### config.mk
export PLATFORM = sky130hd
export DESIGN_NAME = mi3_merge
export DESIGN_NICKNAME = d
export VERILOG_FILES = /design/src/rtl/mi3_pkg.sv /design/src/rtl/mi3_merge.sv
export SDC_FILE = /design/constraint.sdc
export NUM_CORES = 1
export LEC_CHECK = 0
export BUFFER_PORTS_ARGS = -buffer_cell sky130_fd_sc_hd__buf_4
export CELL_PAD_IN_SITES_DETAIL_PLACEMENT = 0
export CELL_PAD_IN_SITES_GLOBAL_PLACEMENT = 1
export CORE_ASPECT_RATIO = 0.9
export CORE_MARGIN = 4
export CORE_UTILIZATION = 48
export CTS_BUF_LIST = sky130_fd_sc_hd__clkbuf_4 sky130_fd_sc_hd__clkbuf_8 sky130_fd_sc_hd__clkbuf_16
export CTS_CLUSTER_DIAMETER = 200
export DETAILED_ROUTE_END_ITERATION = 8
export PLACE_DENSITY_LB_ADDON = 0.08
export SKIP_CTS_REPAIR_TIMING = 1
export SLEW_MARGIN = 5
export SYNTH_ARGS = -nofsm -noshare
export SYNTH_HDL_FRONTEND = slang
export SYNTH_SLANG_ARGS = --single-unit
### constraint.sdc
create_clock -name clock -period 53.9 [get_ports clock]
set_clock_uncertainty 0.05 [all_clocks]
set_input_delay 8.085 -clock clock [delete_from_list [all_inputs] [get_ports clock]]
set_output_delay 8.085 -clock clock [all_outputs]
set_load 0.02 [all_outputs]
### src/rtl/mi3_pkg.sv
// ----------------------------------------------------------------------------
// mi3_pkg: shared types and constants
// Widths of the adjugate, determinant and divider datapaths of the 3x3 inverse.
// ----------------------------------------------------------------------------
package mi3_pkg;

   localparam int ELEM_W    = 24;
   localparam int NUM_ELEMS = 9;
   localparam int PROD_W    = 2 * ELEM_W;          // element * element
   localparam int ADJ_W     = PROD_W + 1;          // difference of two products
   localparam int ADJ_MAG_W = PROD_W;              // |adj| <= 2^47
   localparam int DET_W     = 74;                  // |det| <= 3 * 2^70
   localparam int DMAG_W    = DET_W - 1;
   localparam int THR_W     = 40;
   localparam logic [THR_W-1:0] THR_RESET = 40'd2814749767;
   localparam int DIV_STEPS = ELEM_W + 1;          // quotient bits 24..0
   localparam int Q_W       = DIV_STEPS + 1;       // after rounding
   localparam int DIV_LAT   = DIV_STEPS + 2;       // entry, bit steps, round
   localparam logic [ELEM_W-1:0] POS_LIMIT = 24'h7FFFFF;
   localparam logic [ELEM_W-1:0] NEG_LIMIT = 24'h800000;

   typedef logic signed [ELEM_W-1:0] elem_type;

   typedef struct packed {
      logic                 neg;
      logic [ADJ_MAG_W-1:0] mag;
   } lane_in_type;

   typedef struct packed {
      logic           neg;
      logic           ovf;
      logic [Q_W-1:0] q;
   } lane_res_type;

   typedef struct packed {
      logic valid;
      logic singular;
   } ctrl_type;

endpackage

### src/rtl/mi3_merge.sv
// ----------------------------------------------------------------------------
// mi3_merge: saturation, singular masking and output skid
// Combines the nine lane quotients into one response with a skid register.
// ----------------------------------------------------------------------------
module mi3_merge (
   input  logic                    clock,
   input  logic                    reset,
   input  mi3_pkg::ctrl_type       in_ctrl,
   input  mi3_pkg::lane_res_type   lane_res [mi3_pkg::NUM_ELEMS],
   input  logic                    rsp_ready,
   output logic                    rsp_valid,
   output mi3_pkg::elem_type       rsp_r [mi3_pkg::NUM_ELEMS],
   output logic                    rsp_singular,
   output logic                    pipe_en
);

   localparam int N = mi3_pkg::NUM_ELEMS;

   mi3_pkg::elem_type res_in [N];
   mi3_pkg::elem_type out_r_ff [N];
   mi3_pkg::elem_type skid_r_ff [N];
   logic              out_valid_ff;
   logic              out_sing_ff;
   logic              skid_valid_ff;
   logic              skid_sing_ff;
   logic              incoming;
   logic              take;
   logic              out_free;

   always_comb begin
      logic [mi3_pkg::ELEM_W-1:0] lim;
      logic [mi3_pkg::ELEM_W-1:0] mag;
      for (int k = 0; k < N; k++) begin
         lim = lane_res[k].neg ? mi3_pkg::NEG_LIMIT : mi3_pkg::POS_LIMIT;
         mag = (lane_res[k].ovf || (lane_res[k].q > mi3_pkg::Q_W'(lim)))
               ? lim : lane_res[k].q[mi3_pkg::ELEM_W-1:0];
         if (in_ctrl.singular) begin
            res_in[k] = '0;
         end else begin
            res_in[k] = lane_res[k].neg ? -$signed(mag) : $signed(mag);
         end
      end
   end

   assign pipe_en  = !skid_valid_ff;
   assign incoming = pipe_en && in_ctrl.valid;
   assign take     = out_valid_ff && rsp_ready;
   assign out_free = !out_valid_ff || take;

   always_ff @(posedge clock) begin
      if (reset) begin
         out_valid_ff  <= 1'b0;
         skid_valid_ff <= 1'b0;
      end else if (out_free) begin
         out_valid_ff  <= skid_valid_ff || incoming;
         skid_valid_ff <= 1'b0;
      end else if (incoming) begin
         skid_valid_ff <= 1'b1;
      end
   end

   always_ff @(posedge clock) begin
      if (out_free) begin
         out_r_ff    <= skid_valid_ff ? skid_r_ff : res_in;
         out_sing_ff <= skid_valid_ff ? skid_sing_ff : in_ctrl.singular;
      end else if (incoming) begin
         skid_r_ff    <= res_in;
         skid_sing_ff <= in_ctrl.singular;
      end
   end

   assign rsp_valid    = out_valid_ff;
   assign rsp_r        = out_r_ff;
   assign rsp_singular = out_sing_ff;

   skid_implies_out: assert property (@(posedge clock) disable iff (reset)
      skid_valid_ff |-> out_valid_ff)
      else $error("skid holds a request while output register is empty");

   stall_fills_skid: assert property (@(posedge clock) disable iff (reset)
      (out_valid_ff && !rsp_ready && incoming) |=> skid_valid_ff)
      else $error("stalled request was dropped");

   singular_zero: assert property (@(posedge clock) disable iff (reset)
      (out_valid_ff && out_sing_ff) |->
         (out_r_ff[0] == '0 && out_r_ff[4] == '0 && out_r_ff[8] == '0))
      else $error("singular response carries nonzero elements");

endmodule

==> results of run 1 <==
-- registers in the layout, summed over array words and instances, names as in the netlist --
name and cells:
skid_sing_ff 1, rsp_r 216, skid_r_ff 216, skid_valid_ff 1, rsp_valid 1, rsp_singular 1
-- metrics by stage --
step	power [mW]	utilization [%]
2_1_floorplan	0.5237	-
3_3_place_gp	0.6039	55.50
3_5_place_dp	0.6087	55.50
4_1_cts	0.9667	58.34
5_1_grt	0.9995	58.36
6_report	0.9611	58.37
-- layout by cell type, fill, tap and decap left out, types with 23 or more instances in the layout --
cell,n
nand2_1,328
o31ai_1,85
nor2_1,262
a21oi_1,222
inv_1,53
or3_1,47
buf_4,493
clkbuf_16,50
mux2_2,44
xor2_1,25
a221oi_1,27
o21a_1,29
a211oi_1,50
nor3_1,153
nand4_1,46
edfxtp_1,434
and2_1,26
a31oi_1,23
nand3_1,70
a21o_1,24
nor4_1,34
o21ai_0,202
mux2i_1,30
ha_1,225
-- critical path, stage by stage --
cell and delay, ns:
buf_4 0.44, inv_1 0.47, ha_1 0.46, nand2_1 0.06, or4_1 0.51, nor4_2 0.31, a21boi_2 0.24, o21a_2 0.40
nor2_4 0.17, a21oi_1 0.28, ha_1 0.47, nor3b_1 0.30, nand2_1 0.13, or2_4 0.29, or3_4 0.40, o31ai_4 0.19
xor2_1 0.20, a221oi_2 0.09, mux2_4 0.30
-- worst max-delay path by stage --
| stage | slack [ns] | end | from |
|---|---|---|---|
| finish | 40.34 | rsp_r[114] | lane_res[139] |
| global route | 39.92 | rsp_r[22] | lane_res[27] |
| CTS | 40.45 | rsp_r[114] | lane_res[139] |
| detailed placement | 39.83 | rsp_r[114] | lane_res[139] |
| global placement | 40.02 | rsp_r[22] | lane_res[27] |
| floorplan | 17.68 | skid_r_ff[0] | rsp_ready |
-- metal layers --
metal,share of wire [%],vias up
met4,3.1,8
met2,47,897
li1,-,12450
met3,7.3,167
met5,0.053,-
met1,43,12660
-- cell type report --
cell class                      instances  area [um^2]  share of cell area, %
Timing Repair Buffer                  495         3732                  10.62
Sequential cell                       436        13080                  37.22
Clock buffer                           56         1296                  3.689
Antenna cell                            7        17.52                0.04985
Tap cell                              783        979.7                  2.788
Multi-Input combinational cell       2346        15400                  43.82
Clock inverter                         34        412.9                  1.175
Inverter                               60        225.2                 0.6410
-- power groups by stage --
stage / logic (mW) / clock network, mW / registers (mW)
after detailed placement: 0.192 / 0 / 0.417
after CTS: 0.193 / 0.364 / 0.410
after global placement: 0.187 / 0 / 0.417
after global routing: 0.210 / 0.377 / 0.412
final: 0.193 / 0.358 / 0.410
after floorplan: 0.0841 / 0 / 0.440
-- cells by family after synthesis --
| family | synth area share [%] |
|---|---|
| buffers and inverters | 3.112 |
| and+or+nand+nor | 19.12 |
| muxes | 2.762 |
| adders and majority gates | 9.590 |
| DFF | 44.53 |
| xor gates and xnor gates | 1.044 |
| AOI/OAI and AO/OA | 19.84 |
==> flow_metrics.env, run 1 <==
export IMPL_placed_cell_area_um2=33410
export IMPL_irDropWorstVdd_uv=22.94
export IMPL_io_pin_count=476
export IMPL_post_dp_hpwl_um=66170
export IMPL_synth_warnings=0
export IMPL_cts_tree="done"
export IMPL_outcome="completed"
export IMPL_seq_area_frac_synth_pct=44.53
export IMPL_setup_slack_ns=40.34
export IMPL_stdcell_area_um2=35140
export IMPL_dp_cells=4120
export IMPL_layout_min_cycle_time_ns=13.56
export IMPL_htreeDepth=2
export IMPL_hp_start="skid_r_ff[184]"
export IMPL_intPower_mw=0.6857
export IMPL_holdWs_ns=0.4644
export IMPL_synthTopCellsByArea="edfxtp_1, ha_1, nand2_1"
export IMPL_r2r_slack_ns=50.53
export IMPL_switching_power_mw=0.2754
export IMPL_cts_buffers=50
export IMPL_async_reset_ff_share_pct=0
export IMPL_rsz0062_at_grt="false"
export IMPL_post_place_ws_ns=39.83
export IMPL_syn_area_per_cell_um2=9.765
export IMPL_reg2reg_depth=5
export IMPL_die_w_um=268.7
export IMPL_p_comb_share_pct=20.1
export IMPL_tns_ns=0
export IMPL_post_synth_top_area_cell="edfxtp_1"
export IMPL_clock_path_buffers=3
export IMPL_power_density_nw_per_um2=27.35
export IMPL_fill_cells=5217
export IMPL_swShare_pct=28.65
export IMPL_die_h_um=242.6
export IMPL_grt_overflow=0
export IMPL_netlist_top_cells_count="edfxtp_1, nand2_1, nor2_1, ha_1, a21oi_1"
export IMPL_cts_root_buf="clkbuf_16"
export IMPL_final_nets=3871
export IMPL_min_delay_path_depth=2
export IMPL_syn_cell_area_um2=29350
export IMPL_regToRegEndpoint="rsp_r[54]"
export IMPL_cp_arrival_ns=13.85
export IMPL_tightest_slew_ns=1.128
export IMPL_postSynthCellCount=3006
export IMPL_grt_pass1_wl_um=144300
export IMPL_use_met2_pct=44.22
export IMPL_ant_nets=0
export IMPL_clk_latency_ns=0.60
export IMPL_via_per_inst=6.208
export IMPL_pwr_share_clk_pct=37.3
export IMPL_cp_end_kind="register"
export IMPL_dieArea_um2=65180
export IMPL_min_path_type="reg -> reg"
export IMPL_first_pass_iters=5
export IMPL_crit_type="in -> reg"
export IMPL_ys_types=104
export IMPL_met1_usage_pct=37.90
export IMPL_io_buffers=475
export IMPL_drt_wl_total_um=94600
export IMPL_finalHoldViolCount=0
export IMPL_grt_usage_pct=27.68
export IMPL_synth_seq_cells=436
export IMPL_p_leak_nw=13.39
export IMPL_initial_core_util_pct=48.77
export IMPL_slew_violations=0
export IMPL_relSlewSlack_pct=24.79
export IMPL_top_usage_layer="met2"
export IMPL_synth_top_area_share_pct=44.40
export IMPL_max_cap_viol_count=0
export IMPL_report_final_setup_viol=0
export IMPL_drc=0
export IMPL_crit_fanout=53
export IMPL_hold_end="rsp_r[184]"
export IMPL_synth_edff_count=434
export IMPL_core_area_um2=60200
export IMPL_drt_iter0_drc=2296
export IMPL_vias=26180
export IMPL_pwr_share_seq_pct=42.7
export IMPL_area_growth_pct=19.70
export IMPL_yosysMostFrequentCell="edfxtp_1"
export IMPL_place_congestion=0.8899
export IMPL_met3_usage_pct=5.489
export IMPL_drive_gt1_share_pct=20.51
export IMPL_stdcell_count=4217
export IMPL_grt_max_degree=176
export IMPL_required_ns=54.19
export IMPL_worstReg2RegStart="skid_valid_ff"
export IMPL_wl_per_cell_um=22.43
export IMPL_syn_nets=3488
export IMPL_cts_sinks=436
export IMPL_cts_clk_slew_worst_paths_ns=0.06
export IMPL_antenna_found_initial=11
export IMPL_num_rows=85
export IMPL_grt_pass1_vias=25040
export IMPL_fin_crit_sh_pct=25.16
export IMPL_critPathLaunchType="input pin"
export IMPL_synth_top_flop_cell="edfxtp_1"
export IMPL_fmax_ghz=0.07374
(Power assumes the default switching activity.)
==> run 2: changes to the inputs <==
--- a/config.mk
+++ b/config.mk
@@ -10,7 +10,7 @@
 export CELL_PAD_IN_SITES_GLOBAL_PLACEMENT = 1
 export CORE_ASPECT_RATIO = 0.9
 export CORE_MARGIN = 4
-export CORE_UTILIZATION = 48
+export CORE_UTILIZATION = 40
 export CTS_BUF_LIST = sky130_fd_sc_hd__clkbuf_4 sky130_fd_sc_hd__clkbuf_8 sky130_fd_sc_hd__clkbuf_16
 export CTS_CLUSTER_DIAMETER = 200
 export DETAILED_ROUTE_END_ITERATION = 8
==> constraint.sdc (replaced) <==
create_clock -name clock -period 12.28 [get_ports clock]
set_clock_uncertainty 0.05 [all_clocks]
set_input_delay 1.842 -clock clock [delete_from_list [all_inputs] [get_ports clock]]
set_output_delay 1.842 -clock clock [all_outputs]
set_load 0.02 [all_outputs]
==> flow_metrics.env, run 2 (synthesis gave the netlist of run 1 again) <==
export IMPL_relSlewSlack_pct=25.47
export IMPL_htreeDepth=2
export IMPL_dieArea_um2=77790
export IMPL_switching_power_mw=1.230
export IMPL_vias=25910
export IMPL_fmax_ghz=0.1359
export IMPL_via_per_inst=5.899
export IMPL_io_pin_count=476
export IMPL_critPathLaunchType="input pin"
export IMPL_rsz0062_at_grt="false"
export IMPL_p_comb_share_pct=19.4
export IMPL_cts_tree="done"
export IMPL_drt_iter0_drc=1998
export IMPL_io_buffers=475
export IMPL_wl_met1_um=42770
export IMPL_fin_crit_sh_pct=59.92
export IMPL_grt_usage_pct=23.62
export IMPL_critical_path_max_stage_delay_ns=0.71
export IMPL_post_dp_hpwl_um=67020
export IMPL_met3_length_um=6022
export IMPL_clock_path_buffers=3
export IMPL_drc=0
export IMPL_path_cells="buf_4 > clkinv_1 > ha_1 > nand4_1 > or4_1 > nor3_1 > nand2_1 > o21ai_1 > buf_4 > nor2_1 > a21oi_1 > ha_1 > nor3b_1 > nand4_1 > or4_1 > nor4_1 > mux2i_1 > o22ai_1 > o21ai_1"
export IMPL_swShare_pct=28.22
export IMPL_cp_end_kind="register"
export IMPL_grt_max_degree=154
export IMPL_tightest_slew_ns=1.118
export IMPL_min_path_type="reg -> reg"
export IMPL_wl_per_cell_um=21.90
export IMPL_layout_min_cycle_time_ns=7.359
export IMPL_die_w_um=293.6
export IMPL_top_layer_used="met5"
export IMPL_wl_met2_um=45370
export IMPL_p_leak_nw=13.50
export IMPL_drive_gt1_share_pct=20.75
export IMPL_ant_nets=0
export IMPL_totalPowerFinal_mw=4.359
export IMPL_cts_sinks=436
export IMPL_clk_latency_ns=0.59
export IMPL_first_pass_iters=6
export IMPL_grt_pass1_wl_um=147400
export IMPL_area_growth_pct=21.13
export IMPL_cts_buffers=53
export IMPL_stdcell_area_um2=35560
export IMPL_cts_root_buf="clkbuf_16"
export IMPL_outcome="completed"
export IMPL_max_cap_viol_count=0
export IMPL_fill_cells=6687
export IMPL_cp_arrival_ns=7.62
export IMPL_final_nets=3873
export IMPL_layout_commonest_cell="buf_4"
export IMPL_power_density_nw_per_um2=122.6
export IMPL_min_delay_path_depth=2
export IMPL_cts_clk_slew_worst_paths_ns=0.07
export IMPL_grt_overflow=0
export IMPL_required_ns=12.54
export IMPL_path_buf_inv=3
export IMPL_finalHoldViolCount=0
export IMPL_intPower_mw=3.129
export IMPL_path_depth=19
export IMPL_drt_wl_total_um=96210
export IMPL_reg2reg_depth=5
export IMPL_crit_fanout=46
export IMPL_antenna_found_initial=11
export IMPL_placed_cell_area_um2=33620
export IMPL_place_congestion=0.8920
export IMPL_crit_slowest_cell="clkinv_1"
export IMPL_pwr_share_clk_pct=39.3
export IMPL_die_h_um=265.0
export IMPL_report_final_setup_viol=0
export IMPL_slew_violations=0
export IMPL_irDropWorstVdd_uv=109.8
export IMPL_crit_type="in -> reg"
export IMPL_initial_core_util_pct=40.69
export IMPL_pwr_share_seq_pct=41.3
export IMPL_num_rows=93
export IMPL_core_area_um2=72140
export IMPL_grt_pass1_vias=25270
export IMPL_layout_common_cells="buf_4, edfxtp_1, nand2_1, nor2_1, ha_1"
export IMPL_crit_family="simple AND/OR/NAND/NOR gates"
## run 2: changes by cell type in the layout (fill, tap and decap cells not counted), moves of 2 or more
cell / previous run / this run
bufinv_16: 8 / 10
inv_6: 3 / 5
clkinv_2: 5 / 9
clkinv_4: 6 / 4
clkbuf_16: 50 / 55
buf_4: 493 / 491
## run 2: worst register-to-register path: cells and delay by family, from the launching register on
| family | cells | cell delay (ns) |
|---|---|---|
| and+or+nand+nor | 1 | 1.01 |
| AOI/OAI and AO/OA | 2 | 0.48 |
| DFF | 1 | 0.80 |
| buffers and inverters | 2 | 1.51 |
## run 2: routing by layer
metal | track usage, % | up-vias
met3 | 4.088 | 131
met1 | 32.41 | 12550
met2 | 39.24 | 798
met4 | 5.435 | 8
met5 | 0 | -
li1 | - | 12430
## run 2: final cells by class
type,count,area [um^2],area share [%]
clock inverters,39,486.7,1.369
inverters,60,226.5,0.6369
diodes,7,17.52,0.04926
repair buffers,494,3737,10.51
clock buffers,61,1428,4.015
multi-input cells,2346,15400,43.30
well taps,950,1189,3.343
flip-flops and latches,436,13080,36.78
## run 2: power by group through the flow
stage	clock network [mW]	logic, mW	registers (mW)
finish	1.71	0.846	1.80
global route	1.82	0.927	1.81
CTS	1.75	0.848	1.80
detailed placement	0	0.845	1.83
global placement	0	0.827	1.83
floorplan	0	0.370	1.92
## run 2: through the flow
stage | TNS (ns) | hold slack [ns] | utilization [%] | worst slack, ns | std cells
final | 0 | 0.4664 | 49.29 | 4.921 | 4393
after global routing | 0 | 0.4821 | 49.28 | 4.397 | 4390
after CTS | 0 | 0.4668 | 49.26 | 4.974 | 4386
after detailed placement | 0 | 0.4511 | 46.61 | 4.335 | 4286
after global placement | 0 | 0.4555 | 46.61 | 4.552 | 4286
after floorplan | -1759.89 | 0.4374 | - | -8.110 | 3006
## run 2: worst paths after layout
path                                      from    endpoint  slack, ns
worst max-delay path              lane_res[27]   rsp_r[22]       4.92
worst min-delay path            skid_r_ff[184]  rsp_r[184]       0.47
worst max register to register   skid_valid_ff  rsp_r[170]       8.16
worst min register to register  skid_r_ff[184]  rsp_r[184]       0.47
